`src/rtl/core/b58abi_pkg.sv`:
```
package b58abi_pkg;

    localparam int ACC_BYTES_DEF = 25;
    localparam int NUM_WORDS     = 5;
    localparam int NUM_PROBES    = 20;
    localparam int QUEUE_DEPTH   = 2;

    localparam logic [1:0] ST_OK  = 2'd0;
    localparam logic [1:0] ST_BAD = 2'd1;
    localparam logic [1:0] ST_OVF = 2'd2;

    localparam logic [4:0] PROBE_LAST = 5'(NUM_PROBES - 1);
    localparam logic [2:0] WORD_LAST  = 3'(NUM_WORDS - 1);

    typedef struct packed {
        logic       valid;
        logic [5:0] value;
    } digit_t;

    typedef struct packed {
        logic [1:0]                  status;
        logic [NUM_WORDS-1:0][31:0]  words;
    } job_t;

    function automatic digit_t b58_digit(input logic [7:0] code);
        digit_t d;
        d.valid = 1'b1;
        d.value = 6'd0;
        unique case (code) inside
            [8'h31:8'h39]: d.value = 6'(code - 8'h31);
            [8'h41:8'h48]: d.value = 6'(code - 8'h41 + 8'd9);
            [8'h4A:8'h4E]: d.value = 6'(code - 8'h4A + 8'd17);
            [8'h50:8'h5A]: d.value = 6'(code - 8'h50 + 8'd22);
            [8'h61:8'h6B]: d.value = 6'(code - 8'h61 + 8'd33);
            [8'h6D:8'h7A]: d.value = 6'(code - 8'h6D + 8'd44);
            default:       d.valid = 1'b0;
        endcase
        return d;
    endfunction

endpackage

```
`src/rtl/core/b58abi_front.sv`:
```
module b58abi_front #(
    parameter int ACC_BYTES = b58abi_pkg::ACC_BYTES_DEF
) (
    input  logic              clk,
    input  logic              rst_n,
    input  logic              char_valid,
    output logic              char_ready,
    input  logic [7:0]        char_code,
    input  logic              last_char,
    output logic              push_valid,
    input  logic              push_ready,
    output b58abi_pkg::job_t  push_data
);
    import b58abi_pkg::*;

    localparam int AccW = ACC_BYTES * 8;

    logic [AccW-1:0] acc_reg, acc_next;
    logic            bad_reg, bad_next;
    logic            ovf_reg, ovf_next;
    logic [AccW+5:0] acc_ext;
    logic [AccW+5:0] prod;
    digit_t          dig;
    logic            accept;

    assign char_ready = push_ready;
    assign accept     = char_valid && char_ready;
    assign push_valid = char_valid && last_char;

    always_comb
    begin
        dig     = b58_digit(char_code);
        acc_ext = {6'd0, acc_reg};
        prod    = (acc_ext << 5) + (acc_ext << 4) + (acc_ext << 3) + (acc_ext << 1)
                + {{AccW{1'b0}}, dig.value};
        if (dig.valid)
        begin
            acc_next = prod[AccW-1:0];
        end
        else
        begin
            acc_next = acc_reg;
        end
        bad_next = bad_reg || !dig.valid;
        ovf_next = ovf_reg || (dig.valid && (|prod[AccW+5:AccW]));

        for (int k = 0; k < NUM_WORDS; k++)
        begin
            for (int j = 0; j < 4; j++)
            begin
                push_data.words[k][8*j +: 8] = acc_next[AccW-1-8*(1+4*k+j) -: 8];
            end
        end
        if (bad_next)
        begin
            push_data.status = ST_BAD;
        end
        else if (ovf_next)
        begin
            push_data.status = ST_OVF;
        end
        else
        begin
            push_data.status = ST_OK;
        end
    end

    always_ff @(posedge clk or negedge rst_n)
    begin
        if (!rst_n)
        begin
            acc_reg <= '0;
            bad_reg <= 1'b0;
            ovf_reg <= 1'b0;
        end
        else if (accept)
        begin
            if (last_char)
            begin
                acc_reg <= '0;
                bad_reg <= 1'b0;
                ovf_reg <= 1'b0;
            end
            else
            begin
                acc_reg <= acc_next;
                bad_reg <= bad_next;
                ovf_reg <= ovf_next;
            end
        end
    end

endmodule

```
`src/rtl/core/b58abi_queue.sv`:
```
module b58abi_queue (
    input  logic              clk,
    input  logic              rst_n,
    input  logic              push_valid,
    output logic              push_ready,
    input  b58abi_pkg::job_t  push_data,
    output logic              pop_valid,
    input  logic              pop_ready,
    output b58abi_pkg::job_t  pop_data
);
    import b58abi_pkg::*;

    localparam int PtrW = (QUEUE_DEPTH > 1) ? $clog2(QUEUE_DEPTH) : 1;
    localparam int CntW = $clog2(QUEUE_DEPTH + 1);

    job_t            mem [QUEUE_DEPTH];
    logic [PtrW-1:0] wr_ptr_reg, rd_ptr_reg;
    logic [CntW-1:0] count_reg;
    logic            do_push, do_pop;

    assign push_ready = count_reg != CntW'(QUEUE_DEPTH);
    assign pop_valid  = count_reg != '0;
    assign pop_data   = mem[rd_ptr_reg];
    assign do_push    = push_valid && push_ready;
    assign do_pop     = pop_valid && pop_ready;

    always_ff @(posedge clk)
    begin
        if (do_push)
        begin
            mem[wr_ptr_reg] <= push_data;
        end
    end

    always_ff @(posedge clk or negedge rst_n)
    begin
        if (!rst_n)
        begin
            wr_ptr_reg <= '0;
            rd_ptr_reg <= '0;
            count_reg  <= '0;
        end
        else
        begin
            if (do_push)
            begin
                wr_ptr_reg <= (wr_ptr_reg == PtrW'(QUEUE_DEPTH - 1)) ? '0 : wr_ptr_reg + 1'b1;
            end
            if (do_pop)
            begin
                rd_ptr_reg <= (rd_ptr_reg == PtrW'(QUEUE_DEPTH - 1)) ? '0 : rd_ptr_reg + 1'b1;
            end
            if (do_push && !do_pop)
            begin
                count_reg <= count_reg + 1'b1;
            end
            else if (do_pop && !do_push)
            begin
                count_reg <= count_reg - 1'b1;
            end
        end
    end

endmodule

```
`src/rtl/core/b58abi_back.sv`:
```
module b58abi_back (
    input  logic              clk,
    input  logic              rst_n,
    input  logic              pop_valid,
    output logic              pop_ready,
    input  b58abi_pkg::job_t  pop_data,
    output logic              result_valid,
    input  logic              result_ready,
    output logic [1:0]        status,
    output logic [4:0]        probe_number,
    output logic [31:0]       bit_index,
    output logic              last_result
);
    import b58abi_pkg::*;

    job_t        job_reg;
    logic        busy_reg;
    logic [2:0]  k_reg;
    logic [1:0]  grp_reg;
    logic [4:0]  probe_reg;
    logic        valid_reg;
    logic [1:0]  status_reg;
    logic [4:0]  probe_out_reg;
    logic [31:0] index_reg;
    logic        last_reg;

    logic        advance, is_err, final_probe, take;
    logic [2:0]  k_nb;
    logic [31:0] wa, wb, value;

    always_comb
    begin
        advance     = busy_reg && (!valid_reg || result_ready);
        is_err      = job_reg.status != ST_OK;
        final_probe = is_err || (probe_reg == PROBE_LAST);
        take        = pop_valid && (!busy_reg || (advance && final_probe));
        k_nb        = (k_reg == WORD_LAST) ? 3'd0 : k_reg + 3'd1;
        wa          = job_reg.words[k_reg];
        wb          = job_reg.words[k_nb];
        case (grp_reg)
            2'd0:    value = wa;
            2'd1:    value = (wa << 16) | (wb >> 16);
            2'd2:    value = (wa << 8) | (wb >> 24);
            default: value = (wa << 24) | (wb >> 8);
        endcase
    end

    assign pop_ready    = take;
    assign result_valid = valid_reg;
    assign status       = status_reg;
    assign probe_number = probe_out_reg;
    assign bit_index    = index_reg;
    assign last_result  = last_reg;

    always_ff @(posedge clk)
    begin
        if (take)
        begin
            job_reg <= pop_data;
        end
        if (advance)
        begin
            status_reg    <= job_reg.status;
            probe_out_reg <= is_err ? 5'd0 : probe_reg;
            index_reg     <= is_err ? 32'd0 : value;
            last_reg      <= final_probe;
        end
    end

    always_ff @(posedge clk or negedge rst_n)
    begin
        if (!rst_n)
        begin
            busy_reg  <= 1'b0;
            valid_reg <= 1'b0;
            k_reg     <= '0;
            grp_reg   <= '0;
            probe_reg <= '0;
        end
        else
        begin
            if (advance)
            begin
                valid_reg <= 1'b1;
            end
            else if (result_ready)
            begin
                valid_reg <= 1'b0;
            end

            if (take)
            begin
                busy_reg  <= 1'b1;
                k_reg     <= '0;
                grp_reg   <= '0;
                probe_reg <= '0;
            end
            else if (advance && final_probe)
            begin
                busy_reg <= 1'b0;
            end
            else if (advance)
            begin
                probe_reg <= probe_reg + 5'd1;
                k_reg     <= k_nb;
                if (k_reg == WORD_LAST)
                begin
                    grp_reg <= grp_reg + 2'd1;
                end
            end
        end
    end

endmodule

```
`src/rtl/core/base58_address_bloom_indexer.sv`:
```
// Base58 address decoder that turns each address into Bloom filter bit indices.
// Characters arrive on the char channel, one byte per cycle, with last_char set
// on the final character of an address. Each legal character updates a 200-bit
// accumulator (value times 58 plus digit) in the same cycle it is accepted.
// At the end of a clean address the result channel gives 20 words, probes 0 to
// 19, with last_result on the final one. An address with an illegal character
// or a value too large gives a single error word instead.
// Characters are taken at one per cycle while the job queue has room. Results
// leave at one per cycle while result_ready is high, so one address takes 20
// words of the output port; that port sets the long-run rate for addresses of
// fewer than 20 characters. With the back end idle, after the last character
// is accepted the job is written into the two-entry queue, then loaded into the
// generator, and then the first result is loaded into the output register.
// A stall on the result channel holds the output word steady and backs up into
// the queue; once both queue entries are full, char_ready drops.
// Reset clears the accumulator, both error flags, the queue and all valid bits.
module base58_address_bloom_indexer #(
    parameter int ACC_BYTES = b58abi_pkg::ACC_BYTES_DEF
) (
    input  logic        clk,
    input  logic        rst_n,
    input  logic        char_valid,
    output logic        char_ready,
    input  logic [7:0]  char_code,
    input  logic        last_char,
    output logic        result_valid,
    input  logic        result_ready,
    output logic [1:0]  status,
    output logic [4:0]  probe_number,
    output logic [31:0] bit_index,
    output logic        last_result
);
    import b58abi_pkg::*;

    logic push_valid, push_ready, pop_valid, pop_ready;
    job_t push_data, pop_data;

    b58abi_front #(
        .ACC_BYTES (ACC_BYTES)
    ) u_front (
        .clk        (clk),
        .rst_n      (rst_n),
        .char_valid (char_valid),
        .char_ready (char_ready),
        .char_code  (char_code),
        .last_char  (last_char),
        .push_valid (push_valid),
        .push_ready (push_ready),
        .push_data  (push_data)
    );

    b58abi_queue u_queue (
        .clk        (clk),
        .rst_n      (rst_n),
        .push_valid (push_valid),
        .push_ready (push_ready),
        .push_data  (push_data),
        .pop_valid  (pop_valid),
        .pop_ready  (pop_ready),
        .pop_data   (pop_data)
    );

    b58abi_back u_back (
        .clk          (clk),
        .rst_n        (rst_n),
        .pop_valid    (pop_valid),
        .pop_ready    (pop_ready),
        .pop_data     (pop_data),
        .result_valid (result_valid),
        .result_ready (result_ready),
        .status       (status),
        .probe_number (probe_number),
        .bit_index    (bit_index),
        .last_result  (last_result)
    );

endmodule
```
`config.mk`:
```
export PLATFORM = sky130hd
export DESIGN_NAME = base58_address_bloom_indexer
export DESIGN_NICKNAME = d
export VERILOG_FILES = /design/src/rtl/core/b58abi_pkg.sv /design/src/rtl/core/b58abi_front.sv /design/src/rtl/core/b58abi_queue.sv /design/src/rtl/core/b58abi_back.sv /design/src/rtl/core/base58_address_bloom_indexer.sv
export SDC_FILE = /design/constraint.sdc
export NUM_CORES = 2
export LEC_CHECK = 0
export BUFFER_PORTS_ARGS = -buffer_cell sky130_fd_sc_hd__buf_4
export CORE_UTILIZATION = 45
export CTS_CLUSTER_DIAMETER = 30
export CTS_CLUSTER_SIZE = 25
export DETAILED_ROUTE_END_ITERATION = 16
export GPL_ROUTABILITY_DRIVEN = 0
export PLACE_DENSITY = 0.7
export SYNTH_ARGS = -nofsm -noshare
export SYNTH_HDL_FRONTEND = slang
export SYNTH_SLANG_ARGS = --single-unit
```
`constraint.sdc`:
```
create_clock -name clk -period 8.2 [get_ports clk]
set_input_delay 0.41 -clock clk [delete_from_list [all_inputs] [get_ports clk]]
set_output_delay 0.41 -clock clk [all_outputs]
set_load 0.01 [all_outputs]
```
==> impl_metrics.toml <==
[floorplanning]
start_util_pct = 45.6
rows = 129
fp.dieW_um = 357
design.die.area_mm2 = 0.128
die_h_um = 357
ioPinCount = 55
core_mm2 = 0.124

[global_route]
grt_usage_pct = 28.1
overflow = 0
antenna_found_initial = 7
grt_pass1_wl_um = 271000
grt_start_max_net_pins = 175
grt_pass1_vias = 43650

[synth]
synth.avg_cell_area_um2 = 10.8
synth_edf_count = 526
synth_area_leaders = "edfxtp_1 (28%), fa_1 (14%), dfrtp_1 (9.6%)"
async_flop_share_pct = 29.3
syn-num-nets = 6083
synth_top_area_cell = "edfxtp_1"
syn-cell-area_mm2 = 0.0568
yosysWarningCount = 0
synth_seq_cells = 744
syn-instance-count = 5238
synth_sequential_area_ratio_pct = 37.4
synth_cell_types = 95
yosys_most_used_dff = "edfxtp_1"
yosys.area.top_type_share_pct = 27.8

[layout]
area_growth_pct = 12.6
finish.instance_area_mm2 = 0.0639
drive_above_1_share_pct = 12.0
largest_register_ffs = 324
n_antenna_cell = 0
fin_nets = 6061
stdcell_count = 6977

[outcome]
status = "finished, final reports clean"

[route]
wl_um = 178000
drc = 0
antenna_left = 0
drt_iter0_drc = 6152
dr_total_vias = 44665
dr.pass1.iters = 11
drt-wirelength-per-cell_um = 25.6
vias_per_cell = 6.40

[timing]
max_freq_mhz = 132
max_slew_margin_pct = 17.8
period_share_pct = 92.1
rsz0062_at_grt = "no"
maxSlewViolCount = 0
final.setup_skew_ns = 0.0551
hold_viol_final = 0
setup_viol = 0
period_needed_ns = 7.55
fin_setup_tns_ns = 0
worstMarginPinSlew_ns = 1.23

[clocking]
cts_max_path_buffers = 3
cts-root-buf = "clkbuf_16"
post_cts_resized = 0
cts_sinks = 744
cts_tree = "built"
clk_latency_ns = 0.80
clk_pin_slew_ns = 0.05
htree_levels = 4
postCtsSetupRepairBufs = 0
cts_buffers = 144

[worst_setup_path]
r2r_slack_ns = 1.33
cp_max_fo = 9
worstSetupStartpointType = "input port"
critPathKind = "input port to flop"
crit_required_ns = 8.89
endpoint_kind = "flop"
r2r-start = "u_front.acc_reg[94]$_DFFE_PN0P_"
cp.arrival_ns = 8.24
reg2regPathDepth = 17
r2r-end = "u_queue.mem[1][161]$_DFFE_PP_"

[place]
io_buffers = 54
place_inst = 6705
placedInstanceArea_mm2 = 0.0587
dp_hpwl_um = 132000

[job]
drv_cap = 0

[worst_hold_path]
holdPathEnd = "u_front.acc_reg[0]$_DFFE_PN0P_"
hp-class = "input port to flop"
hold_depth = 2
worstHoldStart = "last_char"
metrics by stage:
| stage | util, % | hold slack (ns) | worst slack (ns) |
|---|---|---|---|
| 4_1_cts | 51.3 | 0.0936 | 1.01 |
| 2_1_floorplan | - | 0.114 | 1.44 |
| 5_1_grt | 51.3 | 0.135 | 0.331 |
| 6_report | 51.3 | 0.128 | 0.648 |
| 3_5_place_dp | 47.2 | 0.429 | 0.246 |
| 3_3_place_gp | 47.2 | 0.427 | 0.383 |
logic make-up after synthesis:
logic type                 after synthesis  synth area share, %
AOI/OAI and AO/OA                     1468                 16.6
and+or+nand+nor                       1340                 10.7
adders and majority gates              832                 23.6
DFF                                    744                 37.4
buffers and inverters                  409                 2.83
muxes                                  234                 5.54
xor gates and xnor gates               211                 3.26
area by class of cell:
class,count,area [um^2]
Fill cell,10600,60600
Multi-Input combinational cell,4085,34000
Sequential cell,744,21300
Clock buffer,168,3800
Tap cell,1637,2050
Clock inverter,102,1390
Timing Repair Buffer,114,931
Inverter,127,477
critical path: stages:
cell and delay [ns]:
buf_4 0.14, inv_1 0.10, ha_1 0.23, o31ai_1 0.65, o21ai_0 0.21, a21oi_1 0.18, a21oi_1 0.08, a21oi_1 0.26
fa_1 0.50, fa_1 0.52, inv_1 0.04, ha_1 0.28, ha_1 0.22, fa_1 0.43, a211oi_1 0.40, o211ai_2 0.23
nand3b_1 0.34, a211oi_1 0.17, nor2_1 0.34, o21ai_0 0.22, a21oi_1 0.46, o211ai_1 0.48, a21oi_1 0.48, o21ai_0 0.16
xnor2_1 0.34, a21boi_0 0.15, o21ai_0 0.19
timing repair:
action | 4_1_cts | 5_1_grt
setup endpoints to repair | 0 | 0
endpoints found under the hold margin | 63 | 0
hold buffers | 2 | 0
layer usage:
metal  vias up  routed length [um]  global-route usage (%)
li1      19367                   -                       -
met2      2739               78000                    42.2
met1     22004               69900                    37.4
met5         -                  46                       0
met3       549               19600                    7.10
met4         6               11000                    15.3
worst max-delay path by stage:
stage,from,end,slack [ns],depth (start not counted)
2_1_floorplan,u_back.probe_reg[0]$_DFFE_PN0P_,u_queue.count_reg[1]$_DFFE_PN0P_,1.44,11
3_3_place_gp,char_code[2],u_front.acc_reg[126]$_DFFE_PN0P_,0.38,27
3_5_place_dp,char_code[2],u_queue.mem[0][161]$_DFFE_PP_,0.25,27
4_1_cts,char_code[2],u_queue.mem[1][161]$_DFFE_PP_,1.01,29
5_1_grt,char_code[2],u_queue.mem[1][161]$_DFFE_PP_,0.33,29
6_report,char_code[2],u_front.acc_reg[126]$_DFFE_PN0P_,0.65,27
placed cells by master, fill, tap and decap left out, drive strengths merged, types with 26 or more instances in the layout:
cell    Yosys  layout
mux4       48      48
ha        432     432
nand4     118     118
dfrtp     218     218
a21o       96      96
o221ai     27      27
a221oi     35      35
a22o      123     123
nor2      322     322
xor2       88      88
o31ai      29      29
and3       30      30
o21ai     375     375
o21a       26      26
xnor2     123     123
mux2      163     163
a21boi     34      34
inv       126     146
a21oi     463     463
edfxtp    526     526
fa        400     400
a31oi      40      40
nor3       50      50
clkbuf    223     168
buf        59     112
o21bai     71      71
clkinv      1      53
nand3      56      56
nand2     613     613
synthesized netlist by cell type, drive strengths merged (96+ instances only):
cell	n
xnor2	123
fa	400
edfxtp	526
o21ai	375
dfrtp	218
a21oi	463
clkbuf	223
a21o	96
nand4	118
a22o	123
nor2	322
inv	126
ha	432
mux2	163
nand2	613
Power is left out: the tool's default activity adds up to more than one toggle a clock period on the data nets, which glitch-free logic cannot reach.
